**src/design/mrs_pkg.sv**
```systemverilog
// package: shared types and constants of the masked region statistics unit
`timescale 1ns / 1ps
package mrs_pkg;

    localparam int MAX_PIXELS  = 1048576;
    localparam int CNT_W       = 21;
    localparam int BSUM_W      = 28;
    localparam int VOL_W       = 29;
    localparam int PIX_W       = 8;
    localparam int HGT_W       = 9;
    localparam int HEIGHT_CEIL = 255;
    localparam int DIV_N       = 28;

    typedef struct packed {
        logic [CNT_W-1:0]         area;
        logic [BSUM_W-1:0]        bsum;
        logic [CNT_W-1:0]         bcount;
        logic [PIX_W-1:0]         max_h;
        logic signed [HGT_W-1:0]  min_h;
        logic signed [VOL_W-1:0]  volume;
    } t_snap;

    typedef enum logic [1:0] {
        S_IDLE,
        S_DIV,
        S_OUT
    } t_back_state;

endpackage

```
**src/design/masked_region_statistics_unit.sv**
```systemverilog
// top level of the masked region statistics unit
//
// pixel channel: i_pixel_valid / o_pixel_ready carry one pixel item with its
// mask bit and last flag; one item is taken per cycle while the snapshot
// queue has room. the item flagged last closes the frame.
// result channel: o_result_valid / i_result_ready carry one result item per
// frame. after the last pixel is taken, its snapshot passes through the queue,
// the back part loads it into the two bit-serial dividers, which work in
// parallel, and the result is registered when both are done.
// the back part handles one frame at a time and takes the next snapshot
// only after the receiver has taken the result.
// a stalled receiver holds the result; the two-entry queue keeps taking
// frames until it fills, and then the pixel channel stalls.
// i_cfg_we writes the background level; it is used for pixel items
// accepted after the write.
// reset (synchronous, active low) clears the accumulators, empties the
// queue, drops the result and sets the background level to zero.
`timescale 1ns / 1ps
module masked_region_statistics_unit
    import mrs_pkg::*;
(
    input  logic                    i_clk,
    input  logic                    i_rst_n,
    input  logic                    i_cfg_we,
    input  logic [PIX_W-1:0]        i_cfg_data,
    input  logic                    i_pixel_valid,
    output logic                    o_pixel_ready,
    input  logic [PIX_W-1:0]        i_pixel,
    input  logic                    i_in_region,
    input  logic                    i_last_pixel,
    output logic                    o_result_valid,
    input  logic                    i_result_ready,
    output logic [CNT_W-1:0]        o_region_area,
    output logic [PIX_W-1:0]        o_background_mean,
    output logic [PIX_W-1:0]        o_max_height,
    output logic signed [HGT_W-1:0] o_min_height,
    output logic signed [VOL_W-1:0] o_region_volume,
    output logic signed [HGT_W-1:0] o_average_height,
    output logic                    o_region_empty,
    output logic                    o_background_empty
);

    t_snap push_snap;
    t_snap pop_snap;
    logic  push;
    logic  q_full;
    logic  q_valid;
    logic  q_pop;

    mrs_front u_front (
        .i_clk        (i_clk),
        .i_rst_n      (i_rst_n),
        .i_cfg_we     (i_cfg_we),
        .i_cfg_data   (i_cfg_data),
        .i_valid      (i_pixel_valid),
        .o_ready      (o_pixel_ready),
        .i_pixel      (i_pixel),
        .i_in_region  (i_in_region),
        .i_last_pixel (i_last_pixel),
        .i_q_full     (q_full),
        .o_push       (push),
        .o_snap       (push_snap)
    );

    mrs_queue u_queue (
        .i_clk   (i_clk),
        .i_rst_n (i_rst_n),
        .i_push  (push),
        .i_data  (push_snap),
        .o_full  (q_full),
        .i_pop   (q_pop),
        .o_valid (q_valid),
        .o_data  (pop_snap)
    );

    mrs_back u_back (
        .i_clk              (i_clk),
        .i_rst_n            (i_rst_n),
        .i_q_valid          (q_valid),
        .i_q_data           (pop_snap),
        .o_q_pop            (q_pop),
        .o_valid            (o_result_valid),
        .i_ready            (i_result_ready),
        .o_region_area      (o_region_area),
        .o_background_mean  (o_background_mean),
        .o_max_height       (o_max_height),
        .o_min_height       (o_min_height),
        .o_region_volume    (o_region_volume),
        .o_average_height   (o_average_height),
        .o_region_empty     (o_region_empty),
        .o_background_empty (o_background_empty)
    );

endmodule

```
**src/design/mrs_front.sv**
```systemverilog
// front part: takes pixel items and accumulates the per-frame sums and extremes
`timescale 1ns / 1ps
module mrs_front
    import mrs_pkg::*;
(
    input  logic               i_clk,
    input  logic               i_rst_n,
    input  logic               i_cfg_we,
    input  logic [PIX_W-1:0]   i_cfg_data,
    input  logic               i_valid,
    output logic               o_ready,
    input  logic [PIX_W-1:0]   i_pixel,
    input  logic               i_in_region,
    input  logic               i_last_pixel,
    input  logic               i_q_full,
    output logic               o_push,
    output t_snap              o_snap
);

    logic [PIX_W-1:0]        r_level;
    logic [CNT_W-1:0]        r_total, n_total;
    logic [CNT_W-1:0]        r_area, n_area;
    logic [CNT_W-1:0]        r_bcount, n_bcount;
    logic [BSUM_W-1:0]       r_bsum, n_bsum;
    logic [PIX_W-1:0]        r_max, n_max;
    logic signed [HGT_W-1:0] r_min, n_min;
    logic signed [VOL_W-1:0] r_vol, n_vol;
    logic signed [HGT_W-1:0] h;
    logic                    accept;
    logic                    room;

    assign o_ready = !i_q_full;
    assign accept  = i_valid && o_ready;
    assign room    = r_total < CNT_W'(MAX_PIXELS);
    assign h       = $signed({1'b0, i_pixel}) - $signed({1'b0, r_level});

    always_comb begin
        n_total  = r_total;
        n_area   = r_area;
        n_bcount = r_bcount;
        n_bsum   = r_bsum;
        n_max    = r_max;
        n_min    = r_min;
        n_vol    = r_vol;
        if (accept && room) begin
            n_total = r_total + CNT_W'(1);
            if (i_in_region) begin
                n_area = r_area + CNT_W'(1);
                if (h > $signed({1'b0, r_max})) begin
                    n_max = h[PIX_W-1:0];
                end
                if (h < r_min) begin
                    n_min = h;
                end
                n_vol = r_vol + VOL_W'(h);
            end else begin
                n_bcount = r_bcount + CNT_W'(1);
                n_bsum   = r_bsum + BSUM_W'(i_pixel);
            end
        end
    end

    assign o_push        = accept && i_last_pixel;
    assign o_snap.area   = n_area;
    assign o_snap.bsum   = n_bsum;
    assign o_snap.bcount = n_bcount;
    assign o_snap.max_h  = n_max;
    assign o_snap.min_h  = n_min;
    assign o_snap.volume = n_vol;

    always_ff @(posedge i_clk) begin
        if (!i_rst_n) begin
            r_level  <= '0;
            r_total  <= '0;
            r_area   <= '0;
            r_bcount <= '0;
            r_bsum   <= '0;
            r_max    <= '0;
            r_min    <= HGT_W'(HEIGHT_CEIL);
            r_vol    <= '0;
        end else begin
            if (i_cfg_we) begin
                r_level <= i_cfg_data;
            end
            if (o_push) begin
                r_total  <= '0;
                r_area   <= '0;
                r_bcount <= '0;
                r_bsum   <= '0;
                r_max    <= '0;
                r_min    <= HGT_W'(HEIGHT_CEIL);
                r_vol    <= '0;
            end else begin
                r_total  <= n_total;
                r_area   <= n_area;
                r_bcount <= n_bcount;
                r_bsum   <= n_bsum;
                r_max    <= n_max;
                r_min    <= n_min;
                r_vol    <= n_vol;
            end
        end
    end

endmodule

```
**src/design/mrs_queue.sv**
```systemverilog
// two-entry queue of frame snapshots between front and back parts
`timescale 1ns / 1ps
module mrs_queue
    import mrs_pkg::*;
(
    input  logic  i_clk,
    input  logic  i_rst_n,
    input  logic  i_push,
    input  t_snap i_data,
    output logic  o_full,
    input  logic  i_pop,
    output logic  o_valid,
    output t_snap o_data
);

    t_snap       r_mem [2];
    logic        r_wptr;
    logic        r_rptr;
    logic [1:0]  r_cnt;
    logic        do_push;
    logic        do_pop;

    assign o_full  = r_cnt == 2'd2;
    assign o_valid = r_cnt != 2'd0;
    assign o_data  = r_mem[r_rptr];
    assign do_push = i_push && !o_full;
    assign do_pop  = i_pop && o_valid;

    always_ff @(posedge i_clk) begin
        if (do_push) begin
            r_mem[r_wptr] <= i_data;
        end
    end

    always_ff @(posedge i_clk) begin
        if (!i_rst_n) begin
            r_wptr <= 1'b0;
            r_rptr <= 1'b0;
            r_cnt  <= 2'd0;
        end else begin
            if (do_push) begin
                r_wptr <= !r_wptr;
            end
            if (do_pop) begin
                r_rptr <= !r_rptr;
            end
            unique case ({do_push, do_pop})
                2'b10:   r_cnt <= r_cnt + 2'd1;
                2'b01:   r_cnt <= r_cnt - 2'd1;
                default: r_cnt <= r_cnt;
            endcase
        end
    end

endmodule

```
**src/design/mrs_div.sv**
```systemverilog
// unsigned restoring divider, one quotient bit per cycle
`timescale 1ns / 1ps
module mrs_div #(
    parameter int N = 28,
    parameter int D = 21
) (
    input  logic         i_clk,
    input  logic         i_rst_n,
    input  logic         i_start,
    input  logic [N-1:0] i_dividend,
    input  logic [D-1:0] i_divisor,
    output logic         o_busy,
    output logic [N-1:0] o_quotient
);

    localparam int CW = $clog2(N);

    logic          r_busy;
    logic [CW-1:0] r_cnt;
    logic [D-1:0]  r_rem, n_rem;
    logic [N-1:0]  r_quo, n_quo;
    logic [D-1:0]  r_div;
    logic [D:0]    shifted;
    logic [D+1:0]  diff;

    assign shifted = {r_rem, r_quo[N-1]};
    assign diff    = {1'b0, shifted} - {2'b00, r_div};

    always_comb begin
        if (!diff[D+1]) begin
            n_rem = diff[D-1:0];
            n_quo = {r_quo[N-2:0], 1'b1};
        end else begin
            n_rem = shifted[D-1:0];
            n_quo = {r_quo[N-2:0], 1'b0};
        end
    end

    always_ff @(posedge i_clk) begin
        if (!i_rst_n) begin
            r_busy <= 1'b0;
        end else if (i_start) begin
            r_busy <= 1'b1;
        end else if (r_busy && r_cnt == '0) begin
            r_busy <= 1'b0;
        end
    end

    always_ff @(posedge i_clk) begin
        if (i_start) begin
            r_rem <= '0;
            r_quo <= i_dividend;
            r_div <= i_divisor;
            r_cnt <= CW'(N - 1);
        end else if (r_busy) begin
            r_rem <= n_rem;
            r_quo <= n_quo;
            r_cnt <= r_cnt - CW'(1);
        end
    end

    assign o_busy     = r_busy;
    assign o_quotient = r_quo;

endmodule

```
**src/design/mrs_back.sv**
```systemverilog
// back part: runs the two divisions of a frame and holds the result item
`timescale 1ns / 1ps
module mrs_back
    import mrs_pkg::*;
(
    input  logic                    i_clk,
    input  logic                    i_rst_n,
    input  logic                    i_q_valid,
    input  t_snap                   i_q_data,
    output logic                    o_q_pop,
    output logic                    o_valid,
    input  logic                    i_ready,
    output logic [CNT_W-1:0]        o_region_area,
    output logic [PIX_W-1:0]        o_background_mean,
    output logic [PIX_W-1:0]        o_max_height,
    output logic signed [HGT_W-1:0] o_min_height,
    output logic signed [VOL_W-1:0] o_region_volume,
    output logic signed [HGT_W-1:0] o_average_height,
    output logic                    o_region_empty,
    output logic                    o_background_empty
);

    t_back_state          r_state, n_state;
    t_snap                r_snap;
    logic                 start;
    logic                 load_out;
    logic                 mean_busy;
    logic                 avg_busy;
    logic [DIV_N-1:0]     mean_q;
    logic [DIV_N-1:0]     avg_q;
    logic [VOL_W-1:0]     vol_abs;
    logic                 r_neg;
    logic [HGT_W-1:0]     avg_mag;

    assign vol_abs = i_q_data.volume[VOL_W-1] ? VOL_W'(-i_q_data.volume)
                                              : VOL_W'(i_q_data.volume);
    assign avg_mag = {1'b0, avg_q[PIX_W-1:0]};

    mrs_div #(.N(DIV_N), .D(CNT_W)) u_mean_div (
        .i_clk      (i_clk),
        .i_rst_n    (i_rst_n),
        .i_start    (start),
        .i_dividend (i_q_data.bsum),
        .i_divisor  (i_q_data.bcount),
        .o_busy     (mean_busy),
        .o_quotient (mean_q)
    );

    mrs_div #(.N(DIV_N), .D(CNT_W)) u_avg_div (
        .i_clk      (i_clk),
        .i_rst_n    (i_rst_n),
        .i_start    (start),
        .i_dividend (vol_abs[DIV_N-1:0]),
        .i_divisor  (i_q_data.area),
        .o_busy     (avg_busy),
        .o_quotient (avg_q)
    );

    always_comb begin
        n_state = r_state;
        unique case (r_state)
            S_IDLE: begin
                if (i_q_valid) begin
                    n_state = S_DIV;
                end
            end
            S_DIV: begin
                if (!mean_busy && !avg_busy) begin
                    n_state = S_OUT;
                end
            end
            S_OUT: begin
                if (i_ready) begin
                    n_state = S_IDLE;
                end
            end
            default: n_state = S_IDLE;
        endcase
    end

    always_comb begin
        start    = 1'b0;
        load_out = 1'b0;
        unique case (r_state)
            S_IDLE:  start = i_q_valid;
            S_DIV:   load_out = !mean_busy && !avg_busy;
            S_OUT:   start = 1'b0;
            default: start = 1'b0;
        endcase
    end

    assign o_q_pop = start;
    assign o_valid = r_state == S_OUT;

    always_ff @(posedge i_clk) begin
        if (!i_rst_n) begin
            r_state <= S_IDLE;
        end else begin
            r_state <= n_state;
        end
    end

    always_ff @(posedge i_clk) begin
        if (start) begin
            r_snap <= i_q_data;
            r_neg  <= i_q_data.volume[VOL_W-1];
        end
        if (load_out) begin
            o_region_area      <= r_snap.area;
            o_max_height       <= r_snap.max_h;
            o_min_height       <= r_snap.min_h;
            o_region_volume    <= r_snap.volume;
            o_region_empty     <= r_snap.area == '0;
            o_background_empty <= r_snap.bcount == '0;
            o_background_mean  <= (r_snap.bcount == '0) ? '0 : mean_q[PIX_W-1:0];
            if (r_snap.area == '0) begin
                o_average_height <= '0;
            end else if (r_neg) begin
                o_average_height <= -$signed(avg_mag);
            end else begin
                o_average_height <= $signed(avg_mag);
            end
        end
    end

`ifndef SYNTHESIS
    a_pop_idle: assert property (@(posedge i_clk) disable iff (!i_rst_n)
        o_q_pop |-> (r_state == S_IDLE && i_q_valid))
        else $error("snapshot taken outside idle");
    a_div_run: assert property (@(posedge i_clk) disable iff (!i_rst_n)
        start |=> (mean_busy && avg_busy && r_state == S_DIV))
        else $error("dividers not running after start");
    a_region_empty: assert property (@(posedge i_clk) disable iff (!i_rst_n)
        (o_valid && o_region_empty) |->
            (o_average_height == '0 && o_region_volume == '0 && o_max_height == '0))
        else $error("empty region with nonzero statistics");
    a_bg_empty: assert property (@(posedge i_clk) disable iff (!i_rst_n)
        (o_valid && o_background_empty) |-> (o_background_mean == '0))
        else $error("empty background with nonzero mean");
`endif

endmodule
```
**config.mk**
```make
export PLATFORM = sky130hd
export DESIGN_NAME = masked_region_statistics_unit
export DESIGN_NICKNAME = d
export VERILOG_FILES = /design/src/design/mrs_pkg.sv /design/src/design/masked_region_statistics_unit.sv /design/src/design/mrs_front.sv /design/src/design/mrs_queue.sv /design/src/design/mrs_div.sv /design/src/design/mrs_back.sv
export SDC_FILE = /design/constraint.sdc
export NUM_CORES = 1
export LEC_CHECK = 0
export ABC_AREA = 1
export BUFFER_PORTS_ARGS = -buffer_cell sky130_fd_sc_hd__buf_2
export CAP_MARGIN = 20
export CORE_AREA = 2 2 311 252
export CTS_CLUSTER_DIAMETER = 40
export DETAILED_ROUTE_END_ITERATION = 10
export DIE_AREA = 0 0 313 254
export HOLD_SLACK_MARGIN = 0.05
export SETUP_SLACK_MARGIN = 0.05
export SLEW_MARGIN = 10
export SYNTH_ARGS = -nofsm -noshare
export SYNTH_HDL_FRONTEND = slang
export SYNTH_HIERARCHICAL = 1
export SYNTH_SLANG_ARGS = --single-unit
```
**constraint.sdc**
```tcl
create_clock -name i_clk -period 14.5 [get_ports i_clk]
set_input_delay 2.9 -clock i_clk [delete_from_list [all_inputs] [get_ports i_clk]]
set_output_delay 2.9 -clock i_clk [all_outputs]
set_load 0.02 [all_outputs]
```
==> impl_summary.txt <==
----------------------------------------------------
[Layout]
  Number of nets in the finished design ... 3868
  Ratio of cells with drive above 1 in the final layout ... 14.5%
  Most common cell after layout, fill and taps aside ... sky130_fd_sc_hd__nand2_1
  Final Core Density ... 51.3%
  Most frequent cells in the layout ... sky130_fd_sc_hd__nand2_1, sky130_fd_sc_hd__inv_1, sky130_fd_sc_hd__edfxtp_1
  Area growth, synth to finish ... 14.9%

[Clock network]
  Clock H-tree levels ... 3
  Master cell of the clock root buffer ... sky130_fd_sc_hd__clkbuf_16
  Register clock-pin slew on the reported worst setup and hold paths ... 60 ps
  Resized Gates After CTS ... 0
  CTS max path bufs ... 3
  Post CTS Setup Buffer Count ... 0
  Clock sinks ... 710
  Number of buffers added to fix hold violations after cts ... 0
  Clock latency reported for the late side of the worst-skew pair ... 660 ps
  Number of CTS-inserted buffers ... 100
  Clock tree from TritonCTS ... yes

[Die]
  Core area ... 76400 um2
  Die Span X ... 313 um
  Initial Util ... 44.7%
  Std cell rows ... 91
  Die Ht ... 254 um
  I/O pin cnt ... 111
  Total Die Area ... 79500 um2

[Routing]
  Total number of vias ... 23400
  Detail-routed via count per cell ... 4.83
  Post-DR wirelength/cell ... 15.4 um
  Number of DRC violations after detailed-routing iteration 0 ... 1583
  Post-route ant nets ... 0
  DRC violations left ... 0
  Detailed-router iteration count before antenna repair ... 8
  Detailed-route wire length ... 74700 um

[Timing]
  Total setup violations reported at the end of the flow ... 0
  Maximum clock frequency ... 0.160 GHz
  Setup TNS ... 0 ps
  Worst slew slack as a fraction of its limit ... 27.8%
  Slew @ Worst Pin ... 1080 ps
  Final number of hold-violating endpoints ... 0
  Clock Skew ... 26.8 ps
  Number of max-slew violations in the final report ... 0
  Final critical-path share of the clock period ... 43.0%
  Minimum period implied by the final worst setup slack ... 6240 ps
  Unrepaired setup endpoints after global routing ... false

[Hold path]
  HP Start ... u_back/r_snap[23]
  End point of the most critical hold path ... u_back/o_region_volume[23]
  Hold-critical path depth ... 0
  Class of the worst hold path ... reg2reg

[Critical path]
  Reg-to-Reg End ... u_queue/r_mem[0][22]
  Maximum fanout encountered on the critical timing path ... 17
  Number of cells on the worst reg-to-reg path ... 25
  Setup slack of the most critical reg-to-reg path ... 10280 ps
  Reg-to-Reg Start ... u_front/r_level[2]
  Kind of critical path ... in2reg
  Crit path arrival time ... 6640 ps
  Kind of capture point of the worst setup path ... flop
  CP Launch Type ... input port
  Worst endpoint required time ... 14900 ps

[Logic synthesis]
  Area share of the largest cell type after synthesis ... 44.3%
  Commonest register cell after synthesis ... sky130_fd_sc_hd__edfxtp_1
  Proportion of register bits with asynchronous set or reset after synthesis ... 0%
  Synth top area cells ... sky130_fd_sc_hd__edfxtp_1, sky130_fd_sc_hd__dfxtp_1, sky130_fd_sc_hd__nand2_1
  Synthesized flop and latch total ... 710
  Cell taking the most area after synthesis ... sky130_fd_sc_hd__edfxtp_1
  EDFF count, synth ... 504
  Post-Synthesis Cell Area ... 34100 um2
  Mean instance size in the synthesized netlist ... 9.52 um2
  Share of synthesized area occupied by flip-flops and latches ... 56.4%
  Yosys warnings ... 6
  Syn_nets ... 3717
  Count of different cell masters after synthesis ... 64
  Gate count of the mapped netlist ... 3587

[Placement]
  Detailed-placement wirelength estimate ... 51400 um
  Routability congestion estimate ... 0.924
  # port buffers ... 110

[Global route]
  Aggregate global-route resource usage ... 19.0%
  Gr ovfl total ... 0
  Pin count of the biggest net entering global routing ... 75
  Via count of the first global-routing pass ... 22500
  Antenna violations before repair ... 1
  First-pass GRT wire length ... 120000 um

[Outcome]
  Result of the run ... complete, no violations

[Pwr]
  Worst ir drop on vdd ... 99.6 uV
  Power density relative to cell area ... 166 nW/um2
  Total leakage power ... 17.0 nW

[Job]
  Max_cap viols ... 0

----------------------------------------------------
worst max-delay path: stages:
cell and delay, ps:
sky130_fd_sc_hd__buf_2 130, sky130_fd_sc_hd__inv_1 80, sky130_fd_sc_hd__ha_1 150, sky130_fd_sc_hd__inv_1 50, sky130_fd_sc_hd__fa_1 390, sky130_fd_sc_hd__nand2_1 70, sky130_fd_sc_hd__nand2_1 100, sky130_fd_sc_hd__nand3_4 250
sky130_fd_sc_hd__nand2_4 220, sky130_fd_sc_hd__inv_1 530, sky130_fd_sc_hd__ha_1 370, sky130_fd_sc_hd__a21o_1 190, sky130_fd_sc_hd__a31oi_1 120, sky130_fd_sc_hd__o21ai_0 160, sky130_fd_sc_hd__nand2_1 140, sky130_fd_sc_hd__nand2_1 80
sky130_fd_sc_hd__nand3_1 100, sky130_fd_sc_hd__nand2_1 120, sky130_fd_sc_hd__nand2_1 100, sky130_fd_sc_hd__nand2_1 50, sky130_fd_sc_hd__nand2_1 60, sky130_fd_sc_hd__nand3_1 60, sky130_fd_sc_hd__nand2_1 120, sky130_fd_sc_hd__inv_1 60
cell families after synthesis:
group / synth area share, %
fa+ha+maj: 4.03
mux: 4.27
buf+inv: 7.60
simple gates: 21.0
compound gates: 4.39
flops: 56.4
xor+xnor: 2.31
metrics by stage:
stage               total power [mW]  setup WS, ps  cell area [um2]  hold WS [ps]  instances
finish                          6.51          8260            39200           414       4850
floorplan                       3.74          2760            34100           400       3587
CTS                             6.58          8280            39200           416       4849
global placement                4.07          7630            35700           401       4659
global route                    6.88          7780            39200           424       4849
detailed placement              4.08          7590            35700           405       4659
cells in the mapped netlist, drive strengths merged (51+ instances only):
cell type,number
o21ai,108
inv,561
nand2,951
ha,102
nand4,81
xor2,55
nand3,192
mux2,116
dfxtp,206
edfxtp,504
nor2,324
nor3,51
a21oi,126
metal layers:
layer  track usage (%)  routed length (um)  part of all wire [%]
met5                 0                   0                     0
met4              4.80                1480                   2.0
met3              3.84                3840                   5.1
met2              28.0               30800                    41
met1              28.3               38600                    52
area by class of cell:
type / count / area (um2)
inverter: 568 / 2140
multi-input combinational: 2226 / 12300
tap: 1023 / 1280
sequential: 710 / 19300
fill: 6957 / 37200
clock buffer: 116 / 2660
timing repair buffer: 132 / 716
antenna: 1 / 2.50
clock inverter: 74 / 842
sequential cells by signal, summed over array words and instances, names as in the netlist, 8 cells and up, named ones only:
name                          count
u_back/u_mean_div/r_rem          21
u_back/o_average_height           9
u_back/u_avg_div/o_quotient      28
u_queue/r_mem                   232
u_front/r_total                  21
u_back/o_region_area             21
u_back/u_avg_div/r_rem           21
u_back/o_min_height               9
u_front/r_area                   21
u_back/u_avg_div/r_div           21
u_front/r_vol                    29
u_back/u_mean_div/r_div          21
u_front/r_bcount                 21
u_back/o_background_mean          8
u_back/o_region_volume           29
u_front/r_level                   8
u_front/r_bsum                   28
u_back/o_max_height               8
u_back/r_snap                    88
u_front/r_max                     8
u_front/r_min                     9
u_back/u_mean_div/o_quotient     28
where the power goes:
part / internal (mW) / total (mW) / switching [mW] / leakage [nW]
clock: 1.48 / 2.47 / 0.982 / 1.68
sequential: 2.51 / 2.62 / 0.114 / 6.42
combinational: 0.470 / 1.42 / 0.953 / 8.95
total: 4.46 / 6.51 / 2.05 / 17.0
worst max-delay path by stage:
| stage | startpoint | to | slack (ps) |
|---|---|---|---|
| 6_report | i_pixel[0] | u_queue/r_mem[0][21] | 8260 |
| 5_1_grt | i_pixel[2] | u_queue/r_mem[0][22] | 7780 |
| 4_1_cts | i_pixel[0] | u_queue/r_mem[1][23] | 8280 |
| 3_5_place_dp | i_pixel[0] | u_queue/r_mem[0][23] | 7590 |
| 3_3_place_gp | i_pixel[0] | u_queue/r_mem[0][23] | 7630 |
| 2_1_floorplan | u_queue/r_cnt[0] | u_back/u_avg_div/o_quotient[0] | 2760 |
(Power assumes the default switching activity.)
